**config.mk**
```make
export PLATFORM = sky130hd
export DESIGN_NAME = pba_ctrl
export DESIGN_NICKNAME = d
export VERILOG_FILES = /design/src/sv/pba_pkg.sv /design/src/sv/pba_ctrl.sv
export SDC_FILE = /design/constraint.sdc
export NUM_CORES = 1
export LEC_CHECK = 0
export CAP_MARGIN = 20
export CORE_AREA = 4 4 41 43
export CTS_CLUSTER_SIZE = 8
export DETAILED_ROUTE_END_ITERATION = 10
export DIE_AREA = 0 0 45 47
export DONT_BUFFER_PORTS = 1
export GPL_TIMING_DRIVEN = 0
export HOLD_SLACK_MARGIN = 0.1
export PLACE_DENSITY = 0.4
export SETUP_SLACK_MARGIN = 0.1
export SYNTH_ARGS = -nofsm -noshare
export SYNTH_HDL_FRONTEND = slang
export SYNTH_SLANG_ARGS = --single-unit
```
**constraint.sdc**
```tcl
create_clock -name clk -period 1.65 [get_ports clk]
set_clock_uncertainty 0.2 [all_clocks]
set_input_delay 0.4125 -clock clk [delete_from_list [all_inputs] [get_ports clk]]
set_output_delay 0.4125 -clock clk [all_outputs]
set_load 0.02 [all_outputs]
```
**src/sv/pba_pkg.sv**
```systemverilog
// ----------------------------------------------------------------------------
// pba_pkg
// Shared types and constants for the page bitmap allocator.
// ----------------------------------------------------------------------------
package pba_pkg;

  localparam int PAGE_SHIFT = 12;
  localparam int GRP_SHIFT = 3;
  localparam int PAGE_W = 21;
  localparam logic [11:0] PAGE_MASK = 12'hFFF;

  typedef enum logic [1:0] {
    CMD_ALLOC   = 2'd0,
    CMD_FREE    = 2'd1,
    CMD_RESERVE = 2'd2,
    CMD_RELEASE = 2'd3
  } cmd_e_t;

  typedef enum logic [2:0] {
    ST_CLEAR,
    ST_IDLE,
    ST_DECODE,
    ST_SCAN_RD,
    ST_SCAN_CHK,
    ST_RMW_RD,
    ST_RMW_WR
  } state_t;

  typedef struct packed {
    logic load;
    logic clr_write;
    logic grp_inc;
    logic alloc_take;
    logic rmw_write;
    logic finish;
    logic fail;
  } ctl_t;

  typedef struct packed {
    logic grp_end;
    logic grp_at_last;
    logic group_nonzero;
    logic is_alloc;
    logic span_empty;
  } sts_t;

endpackage

```
**src/sv/pba_ctrl.sv**
```systemverilog
// ----------------------------------------------------------------------------
// pba_ctrl
// Sequencer for the allocator: clearing pass, group scan and group updates.
// ----------------------------------------------------------------------------
module pba_ctrl import pba_pkg::*; (
  input  logic clk,
  input  logic rst,
  input  logic start,
  input  sts_t sts,
  output ctl_t ctl,
  output logic busy
);

  state_t state;
  state_t state_next;

  always_ff @(posedge clk) begin
    if (rst) begin
      state <= ST_CLEAR;
    end else begin
      state <= state_next;
    end
  end

  always_comb begin
    state_next = state;
    ctl = '0;
    busy = 1'b1;
    unique case (state)
      ST_CLEAR: begin
        ctl.clr_write = 1'b1;
        if (sts.grp_end) begin
          state_next = ST_IDLE;
        end else begin
          ctl.grp_inc = 1'b1;
        end
      end
      ST_IDLE: begin
        busy = 1'b0;
        if (start) begin
          ctl.load = 1'b1;
          state_next = ST_DECODE;
        end
      end
      ST_DECODE: begin
        if (sts.is_alloc) begin
          state_next = ST_SCAN_RD;
        end else if (sts.span_empty) begin
          ctl.finish = 1'b1;
          state_next = ST_IDLE;
        end else begin
          state_next = ST_RMW_RD;
        end
      end
      ST_SCAN_RD: begin
        state_next = ST_SCAN_CHK;
      end
      ST_SCAN_CHK: begin
        if (sts.group_nonzero) begin
          ctl.alloc_take = 1'b1;
          ctl.finish = 1'b1;
          state_next = ST_IDLE;
        end else if (sts.grp_end) begin
          ctl.finish = 1'b1;
          ctl.fail = 1'b1;
          state_next = ST_IDLE;
        end else begin
          ctl.grp_inc = 1'b1;
          state_next = ST_SCAN_RD;
        end
      end
      ST_RMW_RD: begin
        state_next = ST_RMW_WR;
      end
      ST_RMW_WR: begin
        ctl.rmw_write = 1'b1;
        if (sts.grp_at_last) begin
          ctl.finish = 1'b1;
          state_next = ST_IDLE;
        end else begin
          ctl.grp_inc = 1'b1;
          state_next = ST_RMW_RD;
        end
      end
      default: begin
        state_next = ST_IDLE;
      end
    endcase
  end

endmodule

```
Yosys cells after proc, flatten, opt, wreduce, memory -nomap -nowiden --
Index checks and enable logic that the tools add are counted.
Cells by class: eq/ne operators 8, muxes and demuxes 27, reduce and logical (&&, ||, !) cells 2
Operator list (count):
- $pmux 3 s7 | 1
- $mux 3 | 6
- $mux 1 | 16
- $eq 3x3->1 const B | 3
- $eq 3x2->1 const B | 2
- $pmux 1 s3 | 2
- $mux 2 | 2
- $ne 2x2->1 const B | 2
- $eq 3x1->1 const B | 1
- $logic_not 3->1 | 1
- $reduce_and 2->1 | 1
Storage, ports and cells: flip-flop bits (word level) 3, input port bits 8, output and inout port bits 8, logic and storage cells 38

Depth between registers and ports, before layout --
depth after elaboration 3, depth in mapped cells 4

Worst setup path after synthesis --
No wires, ideal clock.
kind reg-to-output, start register state[1], end output port ctl[1] in the netlist's numbering, data arrival time 1118 ps, setup slack -81 ps, cell stages (with the launch flop) 5, path through dfxtp_1 -> buf_4 -> and2b_1 -> nand3b_1 -> a31oi_1
RTL lines:
- from (decl) | line pba_ctrl.sv:14 | state_t state;
- from (signal assigned) | line pba_ctrl.sv:21 | state <= state_next;
- to (decl) | line pba_ctrl.sv:10 | output ctl_t ctl,

==> out/metrics.yaml <==
status: "finished, violations left"
violations: "setup timing"
cp-startpoint: "state[1]"
dp_hpwl_um: 650
hold_viol: 0
cts.htree.levels: 1
core_area_mm2: 0.00130
endpoint: "ctl[0]"
drc: 0
synth-async-reset-ratio_pct: 0
cts_buffer_depth: 2
setup_violations: 6
grt_pass1_vias: 330
drv_cap: 0
reg2reg_slack_ns: 0.24
r2r_start: "state[2]"
grtUsageTotal_pct: 9.02
dp.cells: 55
num_antenna_cells: 0
largest_reg_flops: 3
min_period_ns: 1.82
finalMaxSlewViolations: 0
ir_drop_v: 0.000284
start_util_pct: 22.6
reg_top3: "state: 3 flops"
clk_latency_ns: 0.23
drtAntennaViolNets: 0
crit_slowest_cell: "dfxtp_2"
slew_headroom_pct: 82.4
ys_types: 22
wire_per_inst_um: 13.5
cpPeakStageDelay_ns: 0.31
critPathMaxFanout: 4
crit_chain: "buf_4, and2b_2, and4bb_2"
power.density_mw_per_mm2: 531
r2r_end: "state[2]"
fmax_ghz: 0.549
drt_first_pass_iters: 3
die_h_um: 47
clkSinkCount: 3
grt-ovfl-total: 0
regMostFlops: "state"
final_cells: 67
yosysWarnings: 0
die_area_mm2: 0.00212
fp-row-count: 13
drive_gt1_share_pct: 55.8
synth_edf_count: 0
worst_hold_path_type: "in2reg"
nFillCells: 141
end_kind: "primary output"
root_buffer: "clkbuf_4"
worst_setup_path_start_kind: "flop"
dpl_cell_area_um2: 345
portBuffers: 0
tightest_slew_ns: 0.263
grt_pass1_wl_um: 1360
antenna_found_initial: 0
pin_count: 16
numCtsBuffers: 3
reg2reg_depth: 5
via_count: 346
post-route-period-util_pct: 110
routed_wl_um: 905
synthesis.area_um2: 294
yosys_register_bits: 3
synth_nets: 48
leakagePower_nw: 0.190
viasPerCell: 5.16
grt_max_degree: 11
gp_congestion: 0.695
syn-mean-instance-area_um2: 7.35
area_growth_pct: 71.1
synthFlopType: "dfxtp_1"
clk_pin_slew_ns: 0.03
seq_area_frac_synth_pct: 20.4
grt_setup_unrepaired: "true"
nets: 61
crit_required_ns: 1.04
criticalPathCategory: "reg2out"
final_area_um2: 503
die_x_um: 45
worstPathArrival_ns: 1.21
netlist_instances: 40
drt-initial-drc-count: 1
cts_tree: "yes"
worst_slack_ns: -0.171
[critical path, delay by kind of cell (launching register included)]
family	cells	cell delay, ns
buf+inv	1	0.12
simple gates	2	0.54
flops	1	0.31
[cell usage in the layout, fill, tap and decap left out, types with 2 or more instances in the layout]
cell / synthesis / final
nor3b_1: 2 / 2
nor2_1: 4 / 2
buf_4: 2 / 5
clkbuf_4: 0 / 3
dfxtp_2: 0 / 2
a21oi_1: 4 / 4
nor2_4: 0 / 2
nand3b_1: 2 / 2
and4bb_2: 2 / 2
buf_6: 0 / 4
[metal layers]
layer / GRT usage (%) / routed length (µm) / vias up
li1: - / - / 177
met1: 9.13 / 362 / 162
met2: 15.8 / 486 / 7
met3: 3.45 / 55 / 0
met4: 5.26 / 0 / 0
met5: 0 / 0 / -
[synthesized netlist by cell type (all sizes together), types with 2 or more instances]
cell type	instances	area share, %
nand2	3	3.8
nor3	2	3.4
and4bb	2	8.5
buf	3	6.8
nor3b	2	5.1
dfxtp	3	20
nand3b	2	5.1
nor2	4	5.1
a21oi	4	6.8
o21ai	3	5.1
and2b	2	5.1
[worst min-delay path by stage]
stage	start	to	slack (ns)	cells past startpoint
final	sts[1]	state[1]	0.15	2
after global routing	sts[1]	state[1]	0.15	2
after CTS	sts[1]	state[1]	0.14	2
after detailed placement	rst	state[0]	0.30	1
after global placement	rst	state[0]	0.30	1
after floorplan	rst	state[0]	0.29	1
[area by class of cell]
class | instances | area, µm² | area share [%]
buffer | 3 | 37.5 | 7.46
clock buffer | 4 | 26.3 | 5.22
multi-input combinational | 34 | 284 | 56.5
sequential | 3 | 66.3 | 13.2
tap | 15 | 18.8 | 3.73
timing repair buffer | 8 | 70.1 | 13.9
[stage by stage]
step,setup TNS (ns),util [%],power [mW],setup WS [ns],hold slack (ns)
finish,-0.814,38.7,0.267,-0.171,0.155
global route,-1.15,38.7,0.286,-0.246,0.151
CTS,-0.937,36.2,0.272,-0.227,0.143
detailed placement,-0.0979,26.5,0.129,-0.0639,0.299
global placement,-0.0384,26.5,0.128,-0.0323,0.300
floorplan,0,-,0.122,0.0787,0.292
[report_power, final]
part | total [mW] | internal, mW | switching, mW
Clock | 0.125 | 0.0904 | 0.0342
Combinational | 0.0628 | 0.0290 | 0.0338
Sequential | 0.0796 | 0.0747 | 0.00493
[kinds of logic after synthesis]
family | count (synthesis) | share of synthesized area [%]
flops | 3 | 20.4
buf+inv | 3 | 6.81
compound gates | 12 | 25.5
simple gates | 22 | 47.2
[what timing repair did]
item | in CTS | in global routing
setup endpoints to repair | 8 | 8
hold endpoints to repair | 1 | 0
hold buffers | 1 | 0
cloned | 0 | 0
resized for setup | 17 | 5
pin swaps | 5 | 8
setup buffers | 5 | 2
Note: power is estimated with default switching activity, not from simulation.
